File: src/rtl/core/zdp_ram.sv
// Generic simple dual-port RAM with registered read.
`timescale 1ns / 1ps
`default_nettype none

module zdp_ram #(
  parameter int Width = 16,
  parameter int Depth = 256
) (
  input  wire logic                     clk_i,
  input  wire logic                     we_i,
  input  wire logic [$clog2(Depth)-1:0] waddr_i,
  input  wire logic [Width-1:0]         wdata_i,
  input  wire logic [$clog2(Depth)-1:0] raddr_i,
  output logic      [Width-1:0]         rdata_o
);

  logic [Width-1:0] mem [Depth];

  always_ff @(posedge clk_i) begin
    if (we_i) begin
      mem[waddr_i] <= wdata_i;
    end
    rdata_o <= mem[raddr_i];
  end

endmodule

`default_nettype wire

File: config.mk
export PLATFORM = sky130hd
export DESIGN_NAME = zdp_ram
export DESIGN_NICKNAME = d
export VERILOG_FILES = /design/src/rtl/core/zdp_ram.sv
export SDC_FILE = /design/constraint.sdc
export NUM_CORES = 2
export LEC_CHECK = 0
export BUFFER_PORTS_ARGS = -buffer_cell sky130_fd_sc_hd__buf_4
export CORE_ASPECT_RATIO = 1.75
export CORE_MARGIN = 10
export CORE_UTILIZATION = 45
export DETAILED_ROUTE_END_ITERATION = 10
export SYNTH_ARGS = -nofsm -noshare
export SYNTH_HDL_FRONTEND = slang
export SYNTH_SLANG_ARGS = --single-unit
File: constraint.sdc
create_clock -name clk_i -period 3.84 [get_ports clk_i]
set_input_delay 0.768 -clock clk_i [delete_from_list [all_inputs] [get_ports clk_i]]
set_output_delay 0.768 -clock clk_i [all_outputs]
set_load 0.1 [all_outputs]
==> results.md <==
- Share of cells above drive strength 1: 0.273
- Setup Skew: 0.0565 ns
- HPWL after DPL: roughly 290000 um
- CP required: 4.61 ns
- Clock latency on the worst-skew pair: 0.93 ns
- CP max FO: 57
- Tot GR Track Use: 0.234
- Reg-to-reg slack, setup: between 0.7 and 0.8 ns
- Syn Nets: 7394
- Synth unique cells: 52
- Core footprint: 0.351 mm^2
- Worst hold start: wdata_i[0]
- Vias per cell: ~6.1
- Vias in the first global route: 81.0k
- Arr. time, crit path: approximately 4.2 ns
- Mapped cell area: 0.159 mm^2
- Sequential area share after synthesis: 0.777
- Slowest-stage cell, CP: a221oi_1
- GP Congestion: 0.949
- Cts hold-fix bufs: 0
- Number of CTS-inserted buffers: 357
- First-pass GRT wire length: between 600000 and 700000 um
- CTS tree: built
- Total power: 90.7 mW
- Wirelength per Cell: 34.3 um
- Die ar.: around 0.38 mm^2
- Synth Instances: between 7k and 8k
- Crit end category: register
- Cell mode on critical path: buf_4
- Worst hold-check path type: in2reg
- Final setup violation count: 0
- Final Routed Wirelength: 447000 um
- Status: finished, final reports clean
- RSZ-0062 raised after global routing: no
- WHS: 0.212 ns
- Worst IR drop on VDD: 0.359 mV
- R2R Path End: rdata_o[12]
- Max cap viols: 0
- DRC violations left: 0
- Final Cycle Share: 0.894
- Total Nets Final: between 8k and 9k
- Post-route cell area: ~0.18 mm^2
- Placed insts: 12.4k
- FF/Latch Area: 0.123 mm^2
- Buf/Inv on CP: 4
- Post-route ant nets: 0
- Final setup TNS: 0 ns
- Die Wd: 469 um
- Area of placed instances: 0.170 mm^2
- Pre-antenna DRT Iters: 9
- Clk sinks: 4112
- Non-Filler Instances: between 10k and 15k
- Register bit count reported by yosys: 4112
- Dpl ws: -0.673 ns
- CP max stage delay: 0.79 ns
- Crit-path cells: buf_16 -> buf_12 -> mux4_2 -> mux2_2 -> a221oi_1 -> buf_4 -> o31ai_1 -> buf_4 -> o32ai_1 -> nor4_1
- CTS H-Tree Depth: 5
- Clk root buf: clkbuf_16
- GRT overflow: 0
- Slew @ Worst Pin: between 1 and 1.5 ns
- Largest net degree at the start of global routing: ~120
- Vias after detailed routing: approximately 80k
- Leakage power: 57.9 nW
- Final core utilization: 0.516
- Hold Vio Cnt, Final: 0
- Synth warnings: 0
- Clock transition at path regs: 0.06 ns
- Post-CTS Resized: 0
- R2R Path Start: mem[137][12]
- Synth Flop Type: edfxtp_1
- Worst setup path category: in2reg
- Fillers: 27.3k
- Crit start category: input port
- Asr flop ratio synth: 0
- Hold depth: 1
- IO buf count: 49
- Multi-input logic area: between 0.03 and 0.04 mm^2
- Fmax: 0.291 GHz
- DR iter-0 viols: 9535
- Mean Syn Cell Area: ~22 um^2
- Slew Viols, Final: 0
- Post-CTS Setup Inserts: 0
- Post-layout min period: 3.43 ns
- Min-Delay Endpoint: mem[120][0]
- Area growth syn-to-layout: 14.2%
- Clk buf depth: 4
- Reg2reg path depth: 8
- Post-synth EDFFs: 4096
- Final worst slack: 0.409 ns
- Placement row count: roughly 290
- Relative slew slack: 0.0641
- CP top delay family: compound AO/OA/AOI/OAI gates
- Die outline height: 806 um
- IO Pins: 50
- Pwr/cell area: between 500 and 600 mW/mm^2
- Initial Util: 0.452
- Initial antenna violation count: 34
==> power breakdown <==
| part | leakage, nW | total [mW] | switching (mW) | internal (mW) |
|---|---|---|---|---|
| Clock | 5.55 | 35.9 | 16.1 | 19.7 |
| Sequential | 36.9 | 49.5 | 0.0781 | 49.5 |
| Combinational | 15.4 | 5.31 | 3.46 | 1.85 |
==> placed cells by master, fill, tap and decap left out, types with 101 or more instances in the layout <==
| cell type | Yosys | final |
|---|---|---|
| edfxtp_1 | 4096 | 4096 |
| mux4_2 | 797 | 797 |
| buf_4 | 26 | 725 |
| mux2i_1 | 565 | 565 |
| clkbuf_16 | 0 | 365 |
| nor2_1 | 304 | 266 |
| o221ai_1 | 252 | 252 |
| a21oi_1 | 175 | 175 |
| o22ai_1 | 148 | 148 |
| buf_12 | 5 | 101 |
==> synth_stat cells, types with 32 or more instances <==
master / number / area (um^2)
clkbuf_1: 230 / 863
a22o_1: 32 / 280
edfxtp_1: 4096 / 123000
mux4_2: 797 / 17900
buf_2: 76 / 380
o221ai_1: 252 / 2210
nor2_1: 304 / 1140
buf_6: 77 / 867
a21oi_1: 175 / 876
mux2i_1: 565 / 5660
nand3_1: 35 / 175
o21ai_0: 37 / 185
mux2_2: 88 / 991
nand2_1: 38 / 143
nor3_1: 92 / 460
o22ai_1: 148 / 926
a22oi_1: 43 / 323
==> area by class of cell <==
cell class                      instances  share of cell area
Inverter                                4            0.000152
Tap cell                             4640              0.0320
Timing Repair Buffer                  846              0.0429
Multi-Input combinational cell       2792               0.182
Clock inverter                        217              0.0111
Sequential cell                      4112               0.680
Antenna cell                           12            0.000166
Clock buffer                          428              0.0517
==> routing by layer <==
| metal | global-route usage | part of all wire | vias up |
|---|---|---|---|
| li1 | - | - | 32700 |
| met1 | 0.273 | 0.35 | 42300 |
| met2 | 0.402 | 0.51 | 3246 |
| met3 | 0.0299 | 0.059 | 851 |
| met4 | 0.162 | 0.086 | 10 |
| met5 | 0 | 0.00014 | - |
==> flip-flops by register name, indices dropped and copies added, names as in the netlist <==
name     count
mem       4096
rdata_o     16
==> how the worst max path moves through the flow <==
stage,cells after the start,end,startpoint
2_1_floorplan,6,mem[235][0],waddr_i[3]
3_3_place_gp,10,rdata_o[12],raddr_i[0]
3_5_place_dp,10,rdata_o[12],raddr_i[0]
4_1_cts,10,rdata_o[12],raddr_i[0]
5_1_grt,10,rdata_o[12],raddr_i[0]
6_report,10,rdata_o[12],raddr_i[0]
==> cells by family after synthesis <==
kind of cell	Yosys count	share of synthesized area
buffers and inverters	456	0.0169
AO/OA/AOI/OAI	786	0.0354
flip-flops	4112	0.777
multiplexers	1450	0.155
AND/OR/NAND/NOR	556	0.0157
Power figures use the tool's default switching activity.
