## src/rtl/core/zdp_pkg.sv

```systemverilog
// Package: shared constants, request/response types and codes for the distance profile core.
`timescale 1ns / 1ps
`default_nettype none

package zdp_pkg;

  localparam int MaxWindow  = 256;
  localparam int AddrW      = $clog2(MaxWindow);
  localparam int WinW       = AddrW + 1;
  localparam int MaxSamples = 65536;
  localparam int SeenW      = $clog2(MaxSamples) + 1;

  localparam int SmpW    = 16;
  localparam int CfgW    = 16;
  localparam int CfgIdxW = 2;
  localparam int FracW   = 16;

  localparam int AccW  = 2 * SmpW + AddrW;
  localparam int NumW  = AccW + 1;
  localparam int MagW  = AccW;
  localparam int DvdW  = MagW + FracW;
  localparam int DvsW  = 2 * SmpW;
  localparam int MulAW = 2 * SmpW + 1;
  localparam int MulBW = SmpW + 1;
  localparam int ProdW = MulAW + MulBW;

  localparam int DistW  = 27;
  localparam int DotW   = 39;
  localparam int StartW = 16;
  localparam int WlW    = WinW + FracW;

  localparam logic [DistW-1:0] DistMax = DistW'(67108864);
  localparam logic [WinW-1:0]  WinMin  = WinW'(2);
  localparam logic [WinW-1:0]  WinMax  = WinW'(MaxWindow);

  typedef enum logic [1:0] {
    OP_QUERY = 2'd0,
    OP_DATA  = 2'd1,
    OP_CLEAR = 2'd2
  } op_e;

  typedef enum logic [CfgIdxW-1:0] {
    CFG_WIN_LEN = 2'd0,
    CFG_QMEAN   = 2'd1,
    CFG_QDEV    = 2'd2
  } cfg_idx_e;

  typedef enum logic [1:0] {
    MUL_MAC,
    MUL_MEAN,
    MUL_SCALE,
    MUL_DEV
  } mul_sel_e;

  typedef enum logic [3:0] {
    ST_IDLE,
    ST_MAC,
    ST_DRAIN,
    ST_MEAN,
    ST_SCALE,
    ST_DEV,
    ST_DSTART,
    ST_DIV,
    ST_FIN
  } state_e;

  typedef struct packed {
    logic [1:0]             op;
    logic signed [SmpW-1:0] sample;
    logic signed [SmpW-1:0] win_mean;
    logic [SmpW-1:0]        win_deviation;
  } zdp_req_t;

  typedef struct packed {
    logic [DistW-1:0]       distance;
    logic signed [DotW-1:0] dot_product;
    logic [StartW-1:0]      window_start;
    logic                   zero_deviation;
  } zdp_rsp_t;

endpackage

`default_nettype wire

```

## src/rtl/core/zdp_div.sv

```systemverilog
// Radix-2 restoring divider, one quotient bit per cycle.
`timescale 1ns / 1ps
`default_nettype none

module zdp_div (
  input  wire logic                       clk_i,
  input  wire logic                       rst_ni,
  input  wire logic                       start_i,
  input  wire logic [zdp_pkg::DvdW-1:0]   dividend_i,
  input  wire logic [zdp_pkg::DvsW-1:0]   divisor_i,
  output logic                            done_o,
  output logic      [zdp_pkg::DvdW-1:0]   quotient_o
);
  import zdp_pkg::*;

  localparam int CntW = $clog2(DvdW);
  localparam logic [CntW-1:0] LastStep = CntW'(DvdW - 1);

  logic            busy_q, busy_d;
  logic            done_q, done_d;
  logic [CntW-1:0] cnt_q, cnt_d;
  logic [DvdW-1:0] quo_q, quo_d;
  logic [DvsW-1:0] rem_q, rem_d;
  logic [DvsW-1:0] dvs_q, dvs_d;
  logic [DvsW:0]   rem_sh;
  logic            ge;

  assign rem_sh = {rem_q, quo_q[DvdW-1]};
  assign ge     = rem_sh >= {1'b0, dvs_q};

  always_comb begin
    busy_d = busy_q;
    done_d = 1'b0;
    cnt_d  = cnt_q;
    quo_d  = quo_q;
    rem_d  = rem_q;
    dvs_d  = dvs_q;
    if (start_i) begin
      busy_d = 1'b1;
      cnt_d  = '0;
      quo_d  = dividend_i;
      rem_d  = '0;
      dvs_d  = divisor_i;
    end else if (busy_q) begin
      rem_d = ge ? DvsW'(rem_sh - {1'b0, dvs_q}) : rem_sh[DvsW-1:0];
      quo_d = {quo_q[DvdW-2:0], ge};
      cnt_d = cnt_q + 1'b1;
      if (cnt_q == LastStep) begin
        busy_d = 1'b0;
        done_d = 1'b1;
      end
    end
  end

  always_ff @(posedge clk_i or negedge rst_ni) begin
    if (!rst_ni) begin
      busy_q <= 1'b0;
      done_q <= 1'b0;
      cnt_q  <= '0;
    end else begin
      busy_q <= busy_d;
      done_q <= done_d;
      cnt_q  <= cnt_d;
    end
  end

  always_ff @(posedge clk_i) begin
    quo_q <= quo_d;
    rem_q <= rem_d;
    dvs_q <= dvs_d;
  end

  assign done_o     = done_q;
  assign quotient_o = quo_q;

endmodule

`default_nettype wire

```

## config.mk

```make
export PLATFORM = sky130hd
export DESIGN_NAME = zdp_div
export DESIGN_NICKNAME = d
export VERILOG_FILES = /design/src/rtl/core/zdp_pkg.sv /design/src/rtl/core/zdp_div.sv
export SDC_FILE = /design/constraint.sdc
export NUM_CORES = 1
export LEC_CHECK = 0
export BUFFER_PORTS_ARGS = -buffer_cell sky130_fd_sc_hd__buf_2
export CORE_UTILIZATION = 45
export CTS_CLUSTER_DIAMETER = 100
export DETAILED_ROUTE_END_ITERATION = 8
export PLACE_DENSITY = 0.72
export SETUP_SLACK_MARGIN = 0.15
export SYNTH_ARGS = -nofsm -noshare
export SYNTH_HDL_FRONTEND = slang
export SYNTH_SLANG_ARGS = --single-unit
export TNS_END_PERCENT = 1
```

## constraint.sdc

```tcl
create_clock -name clk_i -period 3 [get_ports clk_i]
set_input_delay 0.6 -clock clk_i [delete_from_list [all_inputs] [get_ports clk_i]]
set_output_delay 0.6 -clock clk_i [all_outputs]
set_load 0.02 [all_outputs]
```

==> impl_metrics.yaml <==
finish:
  postLayoutCellArea_sq_um: 8940
  syn2layout_area_growth_pct: 26.9
  drive_above_1_share: 0.383
  final_nets: 937
  fin_cells: 1037
  utilization: 0.586
global_routing:
  antenna_found_initial: 2
  grt_pass1_vias: 5426
  track_usage: 0.211
  grt_overflow: 0
  grt_max_degree: 129
  grt_pass1_wl_um: 26900
clock_tree:
  cts_max_level: 4
  clock_sinks: 128
  cts_inserted_buffers: 17
  path_clk_slew_ns: 0.07
  clock_latency_ns: 0.43
  root_buffer: "clkbuf_16"
  cts_tree: "yes"
  cts_buffer_depth: 2
power:
  switching_share: 0.380
  p_comb_frac: 0.419
  p_per_area_nw_per_um2: 875
  clkPwrFrac: 0.266
  seqPwrFrac: 0.315
  ir_drop_uv: 563
  intPower_mw: 4.85
  power_switching_mw: 2.97
  leakage_nw: 3.76
  total_power_mw: 7.83
timing:
  relSlewSlack: 0.470
  setup_viol: 0
  rsz0062_at_grt: "true"
  worst_hold_slack_ns: 0.346
  fin_crit_ns: 2.82
  max_freq_ghz: 0.354
  finalWorstSetupSlack_ns: 0.179
  worst_pin_slew_ns: 0.795
  min_period_over_period: 0.940
  setup-tns-final_ns: 0
  slew_violations: 0
  final.setup_skew_ns: 0.0107
  hold_viol_final: 0
worst_setup_path:
  end_kind: "register"
  r2r_end: "rem_q[7]"
  critPathMaxFanout: 15
  r2r_start: "dvs_q[4]"
  rr_worst_depth: 14
  cp.required_ns: 3.25
  start_kind: "register"
  arrival_ns: 3.07
  reg2reg_slack_ns: 0.18
  crit_type: "reg2reg"
logic_synthesis:
  synth.area.top_cells: "edfxtp_1 (38%), dfxtp_1 (9.1%), mux2_2 (9.0%)"
  synth_xor_area_frac: 0.0273
  synth_top_area_share: 0.375
  synth_simple_gate_area_frac: 0.130
  synth_top_family_by_area: "compound AO/OA/AOI/OAI gates"
  synth_common_cells: "edfxtp_1 (88), nand2_1 (66), mux2_2 (56)"
  synth_area_leader_cell: "edfxtp_1"
  synth.most_common_cell: "edfxtp_1"
  synth_cells: 647
  muxShareOfSynthArea: 0.0968
  postSynthAreaPerCell_sq_um: 10.9
  ys_warn_count: 0
  synthesis.nets: 772
  synth-compound-area-share: 0.146
  ys_ff_latch: 128
  async_reset_ff_frac: 0.0625
  synth_adder_area_share: 0.0614
  yosys_most_used_dff: "edfxtp_1"
  synth_cell_types: 70
  synth_area_sq_um: 7050
  synth_edf_count: 88
  ys_seq_area_frac: 0.494
min_path:
  min_path_cells: 1
  hold_start: "divisor_i[3]"
  hold_path.class: "in2reg"
  hold_end: "dvs_q[3]"
placed_design:
  place_hpwl_um: 11200
  pre_cts_slack_ns: -0.0121
  portBuffers: 147
  placedCellCount: 992
  place_area_sq_um: 8090
  place.gp.congestion: 0.865
detailed_routing:
  first_pass_iters: 4
  drc: 0
  viasPerCell: 5.35
  vias: 5551
  avgRoutedWirePerCell_um: 16.0
  dr.first_iter.drc_count: 359
  drt_wl_total_um: 16500
  antenna_left: 0
floorplan:
  core_sq_um: 15300
  die_h_um: 127
  die_area_sq_um: 16200
  start_util: 0.462
  ioPinCount: 148
  rows: 45
  die_x_um: 127
outcome:
  run_status: "finished, final reports clean"
flow_run:
  maxCapViolations: 0
## sequential cells by signal, summed over array words and instances, names as in the netlist
name	cells
busy_q	1
done_o	1
rem_q	32
cnt_q	6
quotient_o	56
dvs_q	32
## power groups by stage
stage                     Sequential (mW)  Clock [mW]  Combinational, mW
after global routing                 2.51        2.20               3.59
after floorplan                      2.55           0               2.17
after global placement               2.49           0               3.01
after CTS                            2.46        2.12               3.10
final                                2.47        2.08               3.28
after detailed placement             2.49           0               3.03
## metal layers
metal | GRT usage | up-vias | share of wire
met5 | 0 | - | 0
met1 | 0.279 | 2619 | 0.45
li1 | - | 2737 | -
met4 | 0.0616 | 0 | 0.012
met2 | 0.328 | 179 | 0.46
met3 | 0.0737 | 16 | 0.073
## how the worst max path moves through the flow
stage / startpoint / endpoint / slack [ns]
after floorplan: quotient_o[55] / rem_q[30] / 0.13
after global placement: quotient_o[55] / rem_q[24] / 0.05
after detailed placement: dvs_q[22] / rem_q[30] / -0.01
after CTS: dvs_q[8] / rem_q[27] / 0.10
after global routing: quotient_o[55] / rem_q[30] / 0.05
final: dvs_q[4] / rem_q[7] / 0.18
## worst max-delay path, cell delays in order (launching register included)
cell	delay [ns]
edfxtp_1	0.36
inv_1	0.09
ha_4	0.23
a21o_1	0.18
a31oi_1	0.15
buf_4	0.15
a2111oi_4	0.06
buf_4	0.17
o31a_4	0.36
buf_4	0.15
o21ai_4	0.23
buf_4	0.17
nand2_4	0.14
nand2_1	0.11
a311oi_1	0.09
## kinds of logic (layout without fill, tap and decap cells)
| logic type | after synthesis | in the layout |
|---|---|---|
| other cells | 0 | 1 |
| fa+ha+maj | 34 | 34 |
| flops | 128 | 128 |
| mux | 61 | 61 |
| buf+inv | 74 | 251 |
| compound gates | 138 | 138 |
| simple gates | 190 | 191 |
| xor+xnor | 22 | 22 |
## cell type report
type	instances	area (sq um)
diodes	1	2.50
inverters	39	150
clock inverters	15	165
repair buffers	180	1030
fillers	1300	6320
flip-flops and latches	128	3480
multi-input cells	446	3420
clock buffers	17	425
well taps	211	264
## layout by cell type (no fill, tap or decap), drive strengths merged, types with 25 or more instances in the layout
| cell type | synthesis | routed |
|---|---|---|
| buf | 15 | 179 |
| edfxtp | 88 | 88 |
| nand2 | 67 | 68 |
| a21oi | 36 | 36 |
| inv | 39 | 48 |
| a311oi | 25 | 25 |
| mux2 | 57 | 57 |
| ha | 33 | 33 |
| nor2 | 55 | 55 |
| dfxtp | 32 | 32 |
## what timing repair did
| item | in CTS | in global routing |
|---|---|---|
| cloned | 0 | 1 |
| setup buffers | 1 | 9 |
| setup endpoints to repair | 29 | 33 |
| pin swaps | 5 | 21 |
| hold buffers | 1 | 0 |
| hold endpoints to repair | 8 | 0 |
| resized for setup | 12 | 25 |
(Power assumes the default switching activity.)
