==> src/rtl/core/zdp_pkg.sv <==
// Package: shared constants, request/response types and codes for the distance profile core.
`timescale 1ns / 1ps
`default_nettype none

package zdp_pkg;

  localparam int MaxWindow  = 256;
  localparam int AddrW      = $clog2(MaxWindow);
  localparam int WinW       = AddrW + 1;
  localparam int MaxSamples = 65536;
  localparam int SeenW      = $clog2(MaxSamples) + 1;

  localparam int SmpW    = 16;
  localparam int CfgW    = 16;
  localparam int CfgIdxW = 2;
  localparam int FracW   = 16;

  localparam int AccW  = 2 * SmpW + AddrW;
  localparam int NumW  = AccW + 1;
  localparam int MagW  = AccW;
  localparam int DvdW  = MagW + FracW;
  localparam int DvsW  = 2 * SmpW;
  localparam int MulAW = 2 * SmpW + 1;
  localparam int MulBW = SmpW + 1;
  localparam int ProdW = MulAW + MulBW;

  localparam int DistW  = 27;
  localparam int DotW   = 39;
  localparam int StartW = 16;
  localparam int WlW    = WinW + FracW;

  localparam logic [DistW-1:0] DistMax = DistW'(67108864);
  localparam logic [WinW-1:0]  WinMin  = WinW'(2);
  localparam logic [WinW-1:0]  WinMax  = WinW'(MaxWindow);

  typedef enum logic [1:0] {
    OP_QUERY = 2'd0,
    OP_DATA  = 2'd1,
    OP_CLEAR = 2'd2
  } op_e;

  typedef enum logic [CfgIdxW-1:0] {
    CFG_WIN_LEN = 2'd0,
    CFG_QMEAN   = 2'd1,
    CFG_QDEV    = 2'd2
  } cfg_idx_e;

  typedef enum logic [1:0] {
    MUL_MAC,
    MUL_MEAN,
    MUL_SCALE,
    MUL_DEV
  } mul_sel_e;

  typedef enum logic [3:0] {
    ST_IDLE,
    ST_MAC,
    ST_DRAIN,
    ST_MEAN,
    ST_SCALE,
    ST_DEV,
    ST_DSTART,
    ST_DIV,
    ST_FIN
  } state_e;

  typedef struct packed {
    logic [1:0]             op;
    logic signed [SmpW-1:0] sample;
    logic signed [SmpW-1:0] win_mean;
    logic [SmpW-1:0]        win_deviation;
  } zdp_req_t;

  typedef struct packed {
    logic [DistW-1:0]       distance;
    logic signed [DotW-1:0] dot_product;
    logic [StartW-1:0]      window_start;
    logic                   zero_deviation;
  } zdp_rsp_t;

endpackage

`default_nettype wire

==> src/rtl/core/zdp_mult.sv <==
// Shared signed multiplier with registered product.
`timescale 1ns / 1ps
`default_nettype none

module zdp_mult (
  input  wire logic                          clk_i,
  input  wire logic signed [zdp_pkg::MulAW-1:0] a_i,
  input  wire logic signed [zdp_pkg::MulBW-1:0] b_i,
  output logic      signed [zdp_pkg::ProdW-1:0] prod_o
);
  import zdp_pkg::*;

  logic signed [ProdW-1:0] prod_d;

  assign prod_d = ProdW'(a_i) * ProdW'(b_i);

  always_ff @(posedge clk_i) begin
    prod_o <= prod_d;
  end

endmodule

`default_nettype wire

==> config.mk <==
export PLATFORM = sky130hd
export DESIGN_NAME = zdp_mult
export DESIGN_NICKNAME = d
export VERILOG_FILES = /design/src/rtl/core/zdp_pkg.sv /design/src/rtl/core/zdp_mult.sv
export SDC_FILE = /design/constraint.sdc
export NUM_CORES = 2
export LEC_CHECK = 0
export ABC_CLOCK_PERIOD_IN_PS = 11210
export BUFFER_PORTS_ARGS = -buffer_cell sky130_fd_sc_hd__buf_2
export CAP_MARGIN = 20
export CORE_ASPECT_RATIO = 1.5
export CORE_MARGIN = 1.5
export CORE_UTILIZATION = 45
export DETAILED_ROUTE_END_ITERATION = 10
export PLACE_DENSITY = 0.63
export SETUP_SLACK_MARGIN = 0.4
export SLEW_MARGIN = 0
export SYNTH_ARGS = -nofsm -noshare
export SYNTH_HDL_FRONTEND = slang
export SYNTH_SLANG_ARGS = --single-unit
export TNS_END_PERCENT = 10
==> constraint.sdc <==
create_clock -name clk_i -period 11.21 [get_ports clk_i]
set_input_delay 0.5605 -clock clk_i [delete_from_list [all_inputs] [get_ports clk_i]]
set_output_delay 0.5605 -clock clk_i [all_outputs]
set_load 0.03 [all_outputs]
==> results.txt <==
The flow ran to the end, and the final reports show no timing, DRC or antenna violations. The post-synthesis share of cell area spent on full adders, half adders and majority gates is 60.8%. For this run, global-route usage on met3 was measured as 1.71%.

By instance count, the leading cell after synthesis is sky130_fd_sc_hd__fa_1. The largest registers in the layout are prod_o x50. The effective utilization at floorplan came out at 45.6%. The signal on the critical path passes through buf_2 > clkinv_1 > nor2_1 > fa_1 > fa_1 > fa_1 > fa_1 > fa_1 > inv_1 > fa_1 > inv_1 > ha_1 > a211oi_1 > o21ai_0 > a221oi_1 > o2111ai_1 > and2_1 > a2111oi_0 > a211oi_1. The via count of the first global-routing pass is 16300. Counting stages on the worst path, the most repeated cell is sky130_fd_sc_hd__fa_1. The global routing met2 resource utilization is 46.4%. The worst hold path terminates at prod_o[0]. The number of enable flip-flop cells after synthesis came out at 0. The number of violations reported at the end of detailed-routing iteration 0 came out at 545. The root buffer cell is sky130_fd_sc_hd__clkbuf_16. The total via count in the routed design came out at 14200. The largest single stage delay on the critical path is 720 ps. The number of detailed-routing iterations run before antenna repair came out at 6. STA classifies the critical path startpoint as a primary input.

The clock net sink count came out at 50. Synthesis produced 2150 cells. The remaining max-slew budget at the tightest pin is 42.1%. In this run the mean area of a mapped cell was 9.33 um^2. The async set-or-reset flop fraction in the synthesized netlist came out at 0%. Entering global routing, the biggest net connects 34 pins. The sum of routed wire length over all layers came out at 50.3 mm. The register ranked first by flip-flop count is prod_o. The number of levels the H-tree was split into is 2. The endpoint arrival time on the critical path is 7450 ps. The number of violations of the max-capacitance limit came out at 0. The parity-gate share of the synthesized area counting xor and xnor cells came out at 2.14%.

For this run, global-route usage on met1 was measured as 26.3%. The antenna violation net count after detailed routing came out at 0. The most used flip-flop cell after synthesis is sky130_fd_sc_hd__dfxtp_1.

The number of cells on the worst hold path came out at 2. The area share of the leading cell type in the synthesized netlist is 53.5%. The height of the die came out at 262 um. The data required time at the worst endpoint is 11410 ps. The number of warning messages in the yosys log came out at 0.

Along the worst path, the maximum fanout reaches 27. The post-synth net total came out at 2854. The netlist uses 53 different library cells. The overall die area came out at 45900 um^2.

The commonest cells after synthesis are sky130_fd_sc_hd__fa_1 (536), sky130_fd_sc_hd__inv_1 (513), sky130_fd_sc_hd__nand2_1 (319), sky130_fd_sc_hd__and2_1 (234), sky130_fd_sc_hd__ha_1 (117). The final instance count without filler cells came out at 2745. TritonCTS created 5 clock buffers. The number of cells in the design after placement came out at 2737. The layer flagged by global routing as most heavily used is met2. Clock-pin slew was measured on the worst setup and hold paths at 90 ps. The leftover overflow at the end of global routing came out at 0.

Of the total synthesized cell area, the portion taken by AND, OR, NAND and NOR gates is 15.6%. The final number of max-transition violations is 0. The number of buffers inserted to repair setup after CTS came out at 0. The compound-cell area share of the yosys netlist came out at 5.09%. The area added between synthesis and finish came out at 5.30%. For this run, the share of the core covered by cells in the final layout is 48.0%.

The total global routing track utilization came out at 23.7%. Sorting the synthesized cells by area gives the leading types as sky130_fd_sc_hd__fa_1 (53%), sky130_fd_sc_hd__inv_1 (9.6%), sky130_fd_sc_hd__and2_1 (7.3%). In this run the most critical hold path is launched from a_i[0]. The first global-routing pass estimated 83.7 mm of wire. The largest family of logic cells by synthesized area is adder cells. After clock tree synthesis, the repair step resized 0 gates. After clock tree synthesis, the flow added hold-fix buffers numbering 0. The flip-flop count of the largest register, all copies and words added is 50. In this run the count of I/O pins placed on the die edge is 101. The number of antenna repair diodes came out at 0. The count of buffers added on input and output ports is 100.

In this run the core area contains 94 standard-cell rows. The core footprint came out at 44000 um^2. The smallest clock period supported by the final layout is computed as 7240 ps. The die boundary width is 175 um. The final hold violation count came out at 0. The number of antenna violations at the first check in global routing is 2. The netlist area before placement came out at 20100 um^2.

The biggest area consumer among synthesized cells is sky130_fd_sc_hd__fa_1. After synthesis, the share of cell area in mux cells is 0.0499%. The path class of the tightest hold or removal check is in -> reg. The synthesis-stage register bit count came out at 50.

In the final timing run, aggregate negative setup slack is 0 ps. The share of post-route cells with drive strength above 1 is 5.53%. The cell at the slowest stage of the critical path is sky130_fd_sc_hd__a221oi_1.

The transition time of the tightest slew-check pin came out at 869 ps. The category of the most critical setup path is in -> reg. The highest attainable clock frequency is 0.138 GHz. The final layout net count came out at 2872. The clock passes through at most 2 buffers. The kind of end point of the critical path is a register. The detailed-placement wirelength estimate is 41.0 mm. The sequential share of the synthesized area came out at 4.99%. The routed wirelength normalized by instance count came out at 18.3 um. The TritonCTS clock tree is yes.

Setup repair after global routing left no endpoint under its margin. In the routed layout, each cell is associated on average with a via count of 5.16. The total setup violations reported at the end of the flow is 0. The post-route fraction of the period consumed by the critical path is 64.6%.

At the end of routability-driven placement, the weighted congestion stood at 0.830. The residual DRC count came out at 0.
==> placed cells by master (no fill, tap or decap), types with 2 or more instances in the layout <==
master,count
sky130_fd_sc_hd__a31oi_4,2
sky130_fd_sc_hd__nor2b_1,6
sky130_fd_sc_hd__a31oi_1,6
sky130_fd_sc_hd__xor2_1,13
sky130_fd_sc_hd__o211ai_1,3
sky130_fd_sc_hd__a21o_1,23
sky130_fd_sc_hd__inv_1,513
sky130_fd_sc_hd__o211ai_2,2
sky130_fd_sc_hd__nand2_1,319
sky130_fd_sc_hd__clkbuf_16,5
sky130_fd_sc_hd__o21a_1,9
sky130_fd_sc_hd__o311ai_1,2
sky130_fd_sc_hd__nor3_1,9
sky130_fd_sc_hd__and3_1,6
sky130_fd_sc_hd__nand4_1,7
sky130_fd_sc_hd__buf_4,2
sky130_fd_sc_hd__dfxtp_1,50
sky130_fd_sc_hd__o21ai_0,23
sky130_fd_sc_hd__or3_1,3
sky130_fd_sc_hd__nand2b_1,10
sky130_fd_sc_hd__o21ai_1,3
sky130_fd_sc_hd__nor2_1,37
sky130_fd_sc_hd__fa_1,536
sky130_fd_sc_hd__ha_1,117
sky130_fd_sc_hd__a21boi_0,2
sky130_fd_sc_hd__xnor2_1,36
sky130_fd_sc_hd__nand3_1,9
sky130_fd_sc_hd__buf_2,100
sky130_fd_sc_hd__a211o_1,3
sky130_fd_sc_hd__o21bai_1,3
sky130_fd_sc_hd__and2_1,234
sky130_fd_sc_hd__a2111oi_0,3
sky130_fd_sc_hd__a221oi_1,3
sky130_fd_sc_hd__a211oi_1,7
sky130_fd_sc_hd__o2bb2ai_1,2
sky130_fd_sc_hd__a21oi_1,40
==> layer usage <==
layer / part of all wire [%] / up-vias
met2: 57 / 311
li1: - / 6275
met4: 3.7 / 4
met1: 36 / 7462
met5: 0.040 / -
met3: 3.4 / 114
==> worst max-delay path, delay by kind of cell <==
kind	cells	cell delay, ps
fa+ha+maj	7	3170
buf+inv	4	990
simple gates	2	690
compound gates	6	2020
==> per-stage QoR <==
stage / cell area (um^2) / hold slack (ps) / setup WS (ps)
global placement: 21000 / 994 / 3700
finish: 21100 / 677 / 3970
floorplan: 20100 / 682 / 5060
CTS: 21100 / 679 / 4010
detailed placement: 21000 / 995 / 3690
global route: 21100 / 689 / 3650
==> logic make-up (layout without fill, tap and decap cells) <==
kind of cell | Yosys count | count (layout)
buffers and inverters | 605 | 624
and+or+nand+nor | 645 | 645
xor gates and xnor gates | 49 | 49
muxes | 1 | 1
adders and majority gates | 653 | 653
DFF | 50 | 50
AOI/OAI and AO/OA | 147 | 147
==> final cells by class <==
class / count / area [um^2]
fillers: 4273 / 22900
multi-input cells: 1495 / 16800
inverters: 514 / 1930
flip-flops and latches: 50 / 1000
well taps: 576 / 721
repair buffers: 102 / 515
clock buffers: 5 / 125
clock inverters: 3 / 43.8
==> how the worst max path moves through the flow <==
stage / slack, ps / cells past startpoint / end / start
2_1_floorplan: 5060 / 20 / prod_o[39] / a_i[10]
3_5_place_dp: 3690 / 19 / prod_o[42] / b_i[16]
4_1_cts: 4010 / 19 / prod_o[42] / b_i[16]
3_3_place_gp: 3700 / 19 / prod_o[42] / b_i[16]
6_report: 3970 / 19 / prod_o[42] / b_i[16]
5_1_grt: 3650 / 19 / prod_o[42] / b_i[16]
Power is not shown: default switching activity piles up to over one toggle a cycle in this logic, so the estimate is an artifact.
